**src/hw/rtl/hws_pkg.sv**
```systemverilog
// Shared types and constants for the host watchdog supervisor.
// No dependencies; every other file refers to this package by scoped names.
`timescale 1ns / 1ps

package hws_pkg;

  // Field widths
  localparam int unsigned OpW      = 3;
  localparam int unsigned DelayW   = 32;
  localparam int unsigned LongW    = 18;
  localparam int unsigned ShortW   = 24;
  localparam int unsigned NewbootW = 11;
  localparam int unsigned WarnW    = 8;
  localparam int unsigned CfgIdxW  = 2;
  localparam int unsigned CfgDataW = 24;

  // Opcodes
  localparam logic [OpW-1:0] OP_TICK    = 3'd0;
  localparam logic [OpW-1:0] OP_ALIVE   = 3'd1;
  localparam logic [OpW-1:0] OP_NEWBOOT = 3'd2;
  localparam logic [OpW-1:0] OP_OLDBOOT = 3'd3;
  localparam logic [OpW-1:0] OP_ONESHOT = 3'd4;
  localparam logic [OpW-1:0] OP_STATUS  = 3'd5;

  // Register indexes
  localparam logic [CfgIdxW-1:0] REG_LONG_LIMIT    = 2'd0;
  localparam logic [CfgIdxW-1:0] REG_SHORT_LIMIT   = 2'd1;
  localparam logic [CfgIdxW-1:0] REG_NEWBOOT_LIMIT = 2'd2;

  // Limits and defaults, in seconds
  localparam logic [LongW-1:0]    LONG_MIN_SECS        = LongW'(60 * 40);
  localparam logic [LongW-1:0]    LONG_MAX_SECS        = LongW'(60 * 60 * 72);
  localparam logic [LongW-1:0]    LONG_DEFAULT_SECS    = LongW'(60 * 60 * 6);
  localparam logic [ShortW-1:0]   SHORT_MIN_SECS       = ShortW'(60 * 15);
  localparam logic [NewbootW-1:0] NEWBOOT_DEFAULT_SECS = NewbootW'(60 * 10);
  localparam logic [NewbootW-1:0] NEWBOOT_MIN_SECS     = NewbootW'(60 * 2);
  localparam logic [NewbootW-1:0] NEWBOOT_MAX_SECS     = NewbootW'(60 * 30);
  localparam logic [WarnW-1:0]    WARNING_SECS         = WarnW'(10);

  // Limit registers as seen by the core
  typedef struct packed {
    logic [LongW-1:0]    long_period;
    logic [ShortW-1:0]   short_period;
    logic [NewbootW-1:0] newboot_window;
  } limits_t;

  // One result item
  typedef struct packed {
    logic                boot_normal;
    logic                warning_on;
    logic                reset_pulse;
    logic                long_expired;
    logic                short_expired;
    logic                oneshot_expired;
    logic                newboot_expired;
    logic                alternate_flag;
    logic [LongW-1:0]    long_count_now;
    logic [ShortW-1:0]   short_count_now;
    logic [NewbootW-1:0] newboot_count_now;
    logic [DelayW-1:0]   oneshot_count_now;
  } result_t;

endpackage

```
**src/hw/rtl/hws_cfg.sv**
```systemverilog
// Limit register file: an out-of-range write stores the register's default instead.
// Depends on hws_pkg.
`timescale 1ns / 1ps

module hws_cfg (
  input  logic                           clk,
  input  logic                           rst_n,
  input  logic                           wr_en,
  input  logic [hws_pkg::CfgIdxW-1:0]    wr_index,
  input  logic [hws_pkg::CfgDataW-1:0]   wr_data,
  output hws_pkg::limits_t               limits
);

  hws_pkg::limits_t limits_r, limits_nxt;

  logic [hws_pkg::LongW-1:0]    long_wr;
  logic [hws_pkg::ShortW-1:0]   short_wr;
  logic [hws_pkg::NewbootW-1:0] newboot_wr;

  // Check the write data of each register against its legal range
  always_comb begin
    long_wr    = wr_data[hws_pkg::LongW-1:0];
    short_wr   = wr_data[hws_pkg::ShortW-1:0];
    newboot_wr = wr_data[hws_pkg::NewbootW-1:0];
    if (long_wr < hws_pkg::LONG_MIN_SECS || long_wr > hws_pkg::LONG_MAX_SECS) begin
      long_wr = hws_pkg::LONG_DEFAULT_SECS;
    end
    if (short_wr != '0 && short_wr < hws_pkg::SHORT_MIN_SECS) begin
      short_wr = '0;
    end
    if (newboot_wr < hws_pkg::NEWBOOT_MIN_SECS ||
        newboot_wr > hws_pkg::NEWBOOT_MAX_SECS) begin
      newboot_wr = hws_pkg::NEWBOOT_DEFAULT_SECS;
    end
  end

  // Select the register; drop writes beyond the list
  always_comb begin
    limits_nxt = limits_r;
    if (wr_en) begin
      case (wr_index)
        hws_pkg::REG_LONG_LIMIT:    limits_nxt.long_period    = long_wr;
        hws_pkg::REG_SHORT_LIMIT:   limits_nxt.short_period   = short_wr;
        hws_pkg::REG_NEWBOOT_LIMIT: limits_nxt.newboot_window = newboot_wr;
        default:                    limits_nxt = limits_r;
      endcase
    end
  end

  always_ff @(posedge clk) begin
    if (!rst_n) begin
      limits_r.long_period    <= hws_pkg::LONG_DEFAULT_SECS;
      limits_r.short_period   <= '0;
      limits_r.newboot_window <= hws_pkg::NEWBOOT_DEFAULT_SECS;
    end else begin
      limits_r <= limits_nxt;
    end
  end

  assign limits = limits_r;

endmodule

```
**src/hw/rtl/hws_core.sv**
```systemverilog
// Supervisor state and the single-pass update for one request.
// Depends on hws_pkg; limits come from hws_cfg.
`timescale 1ns / 1ps

module hws_core (
  input  logic                         clk,
  input  logic                         rst_n,
  input  logic                         step_en,
  input  logic [hws_pkg::OpW-1:0]      opcode,
  input  logic [hws_pkg::DelayW-1:0]   oneshot_delay,
  input  hws_pkg::limits_t             limits,
  output hws_pkg::result_t             result
);

  logic [hws_pkg::LongW-1:0]    long_r, long_nxt;
  logic [hws_pkg::ShortW-1:0]   short_r, short_nxt;
  logic [hws_pkg::NewbootW-1:0] newboot_r, newboot_nxt;
  logic [hws_pkg::DelayW-1:0]   oneshot_r, oneshot_nxt;
  logic [hws_pkg::WarnW-1:0]    warn_r, warn_nxt;
  logic                         alt_r, alt_nxt;
  logic                         boot_r, boot_nxt;
  logic                         warn_on_r, warn_on_nxt;

  logic [hws_pkg::LongW:0]  long_sum;
  logic [hws_pkg::ShortW:0] short_sum;
  logic hit_long, hit_short, hit_newboot, hit_oneshot, hit_warn;

  // Watchdog increments, one bit wider for the limit compare
  assign long_sum  = {1'b0, long_r} + 1'b1;
  assign short_sum = {1'b0, short_r} + 1'b1;

  always_comb begin
    long_nxt    = long_r;
    short_nxt   = short_r;
    newboot_nxt = newboot_r;
    oneshot_nxt = oneshot_r;
    warn_nxt    = warn_r;
    alt_nxt     = alt_r;
    boot_nxt    = boot_r;
    warn_on_nxt = warn_on_r;
    hit_long    = 1'b0;
    hit_short   = 1'b0;
    hit_newboot = 1'b0;
    hit_oneshot = 1'b0;
    hit_warn    = 1'b0;

    case (opcode)
      hws_pkg::OP_TICK: begin
        // Advance the watchdogs; wrap at the limit, a zero limit holds
        if (limits.long_period != '0) begin
          hit_long = long_sum >= {1'b0, limits.long_period};
          long_nxt = hit_long ? '0 : long_sum[hws_pkg::LongW-1:0];
        end
        if (limits.short_period != '0) begin
          hit_short = short_sum >= {1'b0, limits.short_period};
          short_nxt = hit_short ? '0 : short_sum[hws_pkg::ShortW-1:0];
        end
        // Advance the countdowns; a hit when one reaches zero
        if (newboot_r != '0) begin
          newboot_nxt = newboot_r - 1'b1;
          hit_newboot = newboot_r == hws_pkg::NewbootW'(1);
        end
        if (oneshot_r != '0) begin
          oneshot_nxt = oneshot_r - 1'b1;
          hit_oneshot = oneshot_r == hws_pkg::DelayW'(1);
        end
        if (warn_r != '0) begin
          warn_nxt = warn_r - 1'b1;
          hit_warn = warn_r == hws_pkg::WarnW'(1);
        end
        // Handle the hits in order
        if (hit_long) begin
          if (alt_r) begin
            boot_nxt    = 1'b1;
            newboot_nxt = limits.newboot_window;
          end
          alt_nxt = ~alt_r;
        end
        if (hit_long || hit_short || hit_oneshot) begin
          warn_on_nxt = 1'b1;
          warn_nxt    = hws_pkg::WARNING_SECS;
        end
        if (hit_newboot) begin
          boot_nxt = 1'b0;
        end
        if (hit_warn) begin
          warn_on_nxt = 1'b0;
        end
      end
      hws_pkg::OP_ALIVE: begin
        long_nxt  = '0;
        short_nxt = '0;
        alt_nxt   = 1'b0;
      end
      hws_pkg::OP_NEWBOOT: begin
        boot_nxt    = 1'b1;
        newboot_nxt = limits.newboot_window;
      end
      hws_pkg::OP_OLDBOOT: begin
        boot_nxt    = 1'b0;
        newboot_nxt = '0;
      end
      hws_pkg::OP_ONESHOT: begin
        oneshot_nxt = oneshot_delay;
      end
      default: begin
        // Status and unused codes only report
      end
    endcase
  end

  // Commit the state only when a request is processed
  always_ff @(posedge clk) begin
    if (!rst_n) begin
      long_r    <= '0;
      short_r   <= '0;
      newboot_r <= '0;
      oneshot_r <= '0;
      warn_r    <= '0;
      alt_r     <= 1'b0;
      boot_r    <= 1'b0;
      warn_on_r <= 1'b0;
    end else if (step_en) begin
      long_r    <= long_nxt;
      short_r   <= short_nxt;
      newboot_r <= newboot_nxt;
      oneshot_r <= oneshot_nxt;
      warn_r    <= warn_nxt;
      alt_r     <= alt_nxt;
      boot_r    <= boot_nxt;
      warn_on_r <= warn_on_nxt;
    end
  end

  // Report the state after the step
  always_comb begin
    result.boot_normal       = boot_nxt;
    result.warning_on        = warn_on_nxt;
    result.reset_pulse       = hit_warn;
    result.long_expired      = hit_long;
    result.short_expired     = hit_short;
    result.oneshot_expired   = hit_oneshot;
    result.newboot_expired   = hit_newboot;
    result.alternate_flag    = alt_nxt;
    result.long_count_now    = long_nxt;
    result.short_count_now   = short_nxt;
    result.newboot_count_now = newboot_nxt;
    result.oneshot_count_now = oneshot_nxt;
  end

endmodule

```
**src/hw/rtl/host_watchdog_supervisor_unit.sv**
```systemverilog
// Top level of the host watchdog supervisor: input register, limit registers, core, result register.
// Depends on hws_pkg, hws_cfg and hws_core.
//
//   channel  direction  handshake              payload
//   in_      request    in_valid / in_ready    opcode, oneshot_delay
//   out_     result     out_valid / out_ready  status flags and counts
//   cfg_     write      cfg_valid / cfg_ready  cfg_index, cfg_data
//
// An accepted request is held in the input register, is processed by the core when
// the result register is free or draining, and then lands in the result register.
// One request per cycle is sustained while out_ready is high; the state update is combinational.
// A stalled result holds the input stage only when it is also full.
// Reset is synchronous, active low; cfg_ready is always high.
`timescale 1ns / 1ps

module host_watchdog_supervisor_unit (
  input  logic                                clk,
  input  logic                                rst_n,
  // request channel
  input  logic                                in_valid,
  output logic                                in_ready,
  input  logic [hws_pkg::OpW-1:0]             in_opcode,
  input  logic [hws_pkg::DelayW-1:0]          in_oneshot_delay,
  // result channel
  output logic                                out_valid,
  input  logic                                out_ready,
  output logic                                out_boot_normal,
  output logic                                out_warning_on,
  output logic                                out_reset_pulse,
  output logic                                out_long_expired,
  output logic                                out_short_expired,
  output logic                                out_oneshot_expired,
  output logic                                out_newboot_expired,
  output logic                                out_alternate_flag,
  output logic [hws_pkg::LongW-1:0]           out_long_count_now,
  output logic [hws_pkg::ShortW-1:0]          out_short_count_now,
  output logic [hws_pkg::NewbootW-1:0]        out_newboot_count_now,
  output logic [hws_pkg::DelayW-1:0]          out_oneshot_count_now,
  // configuration channel
  input  logic                                cfg_valid,
  output logic                                cfg_ready,
  input  logic [hws_pkg::CfgIdxW-1:0]         cfg_index,
  input  logic [hws_pkg::CfgDataW-1:0]        cfg_data
);

  logic                          in_v_r, in_v_nxt;
  logic [hws_pkg::OpW-1:0]       in_op_r, in_op_nxt;
  logic [hws_pkg::DelayW-1:0]    in_delay_r, in_delay_nxt;
  logic                          out_v_r, out_v_nxt;
  hws_pkg::result_t              out_res_r, out_res_nxt;

  hws_pkg::limits_t              limits;
  hws_pkg::result_t              step_res;
  logic                          advance;
  logic                          in_accept;

  assign cfg_ready = 1'b1;

  hws_cfg u_cfg (
    .clk      (clk),
    .rst_n    (rst_n),
    .wr_en    (cfg_valid),
    .wr_index (cfg_index),
    .wr_data  (cfg_data),
    .limits   (limits)
  );

  hws_core u_core (
    .clk           (clk),
    .rst_n         (rst_n),
    .step_en       (advance),
    .opcode        (in_op_r),
    .oneshot_delay (in_delay_r),
    .limits        (limits),
    .result        (step_res)
  );

  // Process the held request when the result register is free or draining
  assign advance   = in_v_r && (!out_v_r || out_ready);
  assign in_ready  = !in_v_r || advance;
  assign in_accept = in_valid && in_ready;

  always_comb begin
    in_v_nxt     = in_accept ? 1'b1 : (advance ? 1'b0 : in_v_r);
    in_op_nxt    = in_accept ? in_opcode : in_op_r;
    in_delay_nxt = in_accept ? in_oneshot_delay : in_delay_r;
    out_v_nxt    = advance ? 1'b1 : (out_ready ? 1'b0 : out_v_r);
    out_res_nxt  = advance ? step_res : out_res_r;
  end

  // Control state
  always_ff @(posedge clk) begin
    if (!rst_n) begin
      in_v_r  <= 1'b0;
      out_v_r <= 1'b0;
    end else begin
      in_v_r  <= in_v_nxt;
      out_v_r <= out_v_nxt;
    end
  end

  // Payload registers
  always_ff @(posedge clk) begin
    in_op_r    <= in_op_nxt;
    in_delay_r <= in_delay_nxt;
    out_res_r  <= out_res_nxt;
  end

  assign out_valid             = out_v_r;
  assign out_boot_normal       = out_res_r.boot_normal;
  assign out_warning_on        = out_res_r.warning_on;
  assign out_reset_pulse       = out_res_r.reset_pulse;
  assign out_long_expired      = out_res_r.long_expired;
  assign out_short_expired     = out_res_r.short_expired;
  assign out_oneshot_expired   = out_res_r.oneshot_expired;
  assign out_newboot_expired   = out_res_r.newboot_expired;
  assign out_alternate_flag    = out_res_r.alternate_flag;
  assign out_long_count_now    = out_res_r.long_count_now;
  assign out_short_count_now   = out_res_r.short_count_now;
  assign out_newboot_count_now = out_res_r.newboot_count_now;
  assign out_oneshot_count_now = out_res_r.oneshot_count_now;

endmodule
```
**config.mk**
```make
export PLATFORM = sky130hd
export DESIGN_NAME = host_watchdog_supervisor_unit
export DESIGN_NICKNAME = d
export VERILOG_FILES = /design/src/hw/rtl/hws_pkg.sv /design/src/hw/rtl/hws_cfg.sv /design/src/hw/rtl/hws_core.sv /design/src/hw/rtl/host_watchdog_supervisor_unit.sv
export SDC_FILE = /design/constraint.sdc
export NUM_CORES = 1
export LEC_CHECK = 0
export BUFFER_PORTS_ARGS = -buffer_cell sky130_fd_sc_hd__buf_2
export CORE_MARGIN = 2
export CORE_UTILIZATION = 35
export CTS_BUF_LIST = sky130_fd_sc_hd__clkbuf_16
export DETAILED_ROUTE_END_ITERATION = 6
export GPL_TIMING_DRIVEN = 1
export PLACE_DENSITY = 0.63
export SETUP_SLACK_MARGIN = 0.5
export SYNTH_ARGS = -nofsm -noshare
export SYNTH_HDL_FRONTEND = slang
export SYNTH_HIERARCHICAL = 1
export SYNTH_SLANG_ARGS = --single-unit
```
**constraint.sdc**
```tcl
create_clock -name clk -period 9.5 [get_ports clk]
set_clock_uncertainty 0.05 [all_clocks]
set_input_delay 1.425 -clock clk [delete_from_list [all_inputs] [get_ports clk]]
set_output_delay 1.425 -clock clk [all_outputs]
set_load 0.005 [all_outputs]
```
==> results.txt <==
Total track usage: 19.65%
Pwr dens: 179.4 mW/mm2
Max-cap violations: 0
Most frequent cells in the layout: nand2_1 (164), buf_2 (160), dfxtp_1 (151)
Setup Slack @ Placement: 5040 ps
Vias in the first global route: 12,251
Fin nets: 1,789
Largest net degree at the start of global routing: 84
Post CTS Setup Buffer Count: 0
Clock Latency Late Sink: 540 ps
Hold path depth: 1
CTS HTree Levels: 2
Crit path capture type: register
CTS resizes: 0
Initial Utilization: 35.45%
Tmin final: 4641 ps
Mapped cell area: 0.01484 mm2
Required @ worst endpoint: 9840 ps
Post-route DRC: 0
Max Slew Vio Count: 0
Synth unique cells: 98
First-pass GRT wire length: 68.50 mm
Worst-Margin Slew: 1197 ps
I/O Pins: 162
Crit-path cells: ha_1 -> and4_1 -> nand2_1 -> xor2_1 -> inv_1 -> ha_1 -> nand4_1 -> a211oi_1 -> a2111oi_0 -> o211ai_1 -> buf_4 -> a31oi_1 -> a32oi_1 -> nand2_1
Slowest CP cell: a31oi_1
Drt wl/cell: 19.64 um
Drt first pass iters: 5
Initial antenna violation count: 1
Vias: 12,805
Status: complete, no violations
Path depth of the worst reg2reg path: 14
Layout fillers: 4,122
Die X: 209.9 um
Synth-to-layout area growth: 15.20%
Max Freq: 215.5 MHz
Dpl hpwl: 30.18 mm
Critical path class: reg2reg
Syn Area/Cell: 9.461 um2
Share of layout cells above drive strength 1: 16.27%
Hold Fails Final Rpt: 0
Gp weighted congestion: 0.8835
Critical Path AT: 4980 ps
Drt via density: 5.729
Prevailing post-synth register cell: dfxtp_1
Core area: 0.04185 mm2
LEAKAGE: 0.006439 uW
Total gr overflow: 0
Asr flop ratio synth: 0%
Synth Instances: 1,568
Leading cell type in the layout, fill and taps excluded: nand2_1
Die Area: 0.04405 mm2
Fin crit share: 48.85%
Syn Nets: 1,686
Hold_buf cts: 0
Worst VDD drop: 0.09279 mV
CTS tree: yes
Yosys warnings: 6
Element type at the critical path start: register
EDFF count, synth: 128
Hold WC Path Type: reg2reg
Number of synthesized register bits: 279
Setup violators final: 0
Core Rows: 75
Final Core Density: 40.83%
Ant diodes: 0
Total wire length: 43.89 mm
Sequential area share after synthesis: 46.28%
RSZ-0062 raised after global routing: false
Drt initial violations: 1,048
Worst slew margin: 19.67%
Worst-path clk slew: 60 ps
Routed Antenna Nets: 0
Final WS setup: 4859 ps
CTS Buf Count: 34
Total Negative Setup Slacks: 0 ps
Worst hold slack: 416.1 ps
Die H: 209.9 um
Num Clock Sinks: 279
Root Buffer: clkbuf_16
I/O Buffers: 160
CP Max Fanout: 12
Deepest clock path buffer count: 3
Largest stage delay on the critical path: 820 ps
[Yosys cell counts, types with 7 or more instances]
library cell | count | area, um2
a22o_1 | 32 | 280.3
nand2b_1 | 11 | 68.82
nor4_1 | 31 | 193.9
o21ai_0 | 99 | 495.5
o21ai_1 | 19 | 95.09
xor2_1 | 17 | 148.9
a21boi_0 | 32 | 240.2
o31ai_1 | 8 | 60.06
edfxtp_1 | 128 | 3844
nor2_1 | 103 | 386.6
a21oi_1 | 75 | 375.4
xnor2_1 | 27 | 236.5
and4_1 | 11 | 96.34
and2_1 | 7 | 43.79
dfxtp_1 | 151 | 3023
clkbuf_1 | 73 | 274.0
ha_1 | 52 | 650.6
a22oi_1 | 23 | 172.7
a31oi_1 | 27 | 168.9
nand3_1 | 55 | 275.3
a32o_1 | 13 | 130.1
buf_4 | 10 | 75.07
nand4_1 | 29 | 181.4
nor3_1 | 32 | 160.2
buf_2 | 16 | 80.08
nand3b_1 | 8 | 60.06
a21o_1 | 11 | 82.58
inv_1 | 75 | 281.5
or3_1 | 15 | 93.84
o21ba_2 | 11 | 110.1
o211ai_1 | 23 | 172.7
a32oi_1 | 22 | 192.7
a211oi_1 | 11 | 82.58
and3_1 | 15 | 93.84
nand2_1 | 164 | 615.6
[critical path, delay by kind of cell (launching register included)]
| kind | cells | cell delay [ps] |
|---|---|---|
| compound gates | 5 | 2070 |
| simple gates | 4 | 710 |
| fa+ha+maj | 2 | 700 |
| flops | 1 | 450 |
| buf+inv | 2 | 290 |
| xor+xnor | 1 | 200 |
[where the power goes]
part           internal, uW  total, uW  switching (uW)
Combinational           126        366             240
Sequential             1310       1350            36.7
Clock                   826       1350             527
Total                  2260       3070             804
[cell type report]
type / instances / area (um2) / share of cell area (%)
flip-flops and latches: 279 / 6867 / 40.18
multi-input cells: 1106 / 7199 / 42.13
repair buffers: 174 / 905.9 / 5.301
clock buffers: 38 / 950.9 / 5.564
inverters: 76 / 285.3 / 1.669
well taps: 539 / 674.4 / 3.946
clock inverters: 23 / 207.7 / 1.215
[layer usage]
metal / wire, um / GRT usage [%] / up-vias
li1: - / - / 6103
met1: 20630 / 27.84 / 6189
met2: 19620 / 30.50 / 442
met3: 2728 / 3.756 / 69
met4: 898 / 5.674 / 2
met5: 13 / 0 / -
[cell families (layout without fill, tap and decap cells)]
family | count (synthesis) | in the layout | synth area share [%]
adders and majority gates | 52 | 52 | 4.386
other | 1 | 1 | 0.02528
muxes | 9 | 9 | 0.6325
AOI/OAI and AO/OA | 471 | 471 | 22.01
and+or+nand+nor | 529 | 529 | 18.71
DFF | 279 | 279 | 46.28
xor gates and xnor gates | 44 | 44 | 2.598
buffers and inverters | 183 | 311 | 5.347
[flip-flops by register name, summed over array words and instances (netlist names), 18 cells and up]
name                   cells
out_short_count_now       24
u_core/short_r            24
out_oneshot_count_now     32
u_core/long_r             18
u_cfg/limits              53
in_delay_r                32
out_long_count_now        18
u_core/oneshot_r          32
[metrics by stage]
| step | cell area (um2) | cells | power, uW |
|---|---|---|---|
| 2_1_floorplan | 14840 | 1568 | 1607 |
| 3_3_place_gp | 15930 | 2174 | 1725 |
| 3_5_place_dp | 15930 | 2174 | 1734 |
| 4_1_cts | 17090 | 2235 | 3098 |
| 5_1_grt | 17090 | 2235 | 3186 |
| 6_report | 17090 | 2235 | 3066 |
[worst paths after layout]
kind | from | endpoint | slack [ps]
max | u_core/long_r[0] | out_newboot_count_now[9] | 4860
min | u_cfg/limits[42] | u_cfg/limits[42] | 420
max reg2reg | u_core/long_r[0] | out_newboot_count_now[9] | 4860
min reg2reg | u_cfg/limits[42] | u_cfg/limits[42] | 420
(Power assumes the default switching activity.)
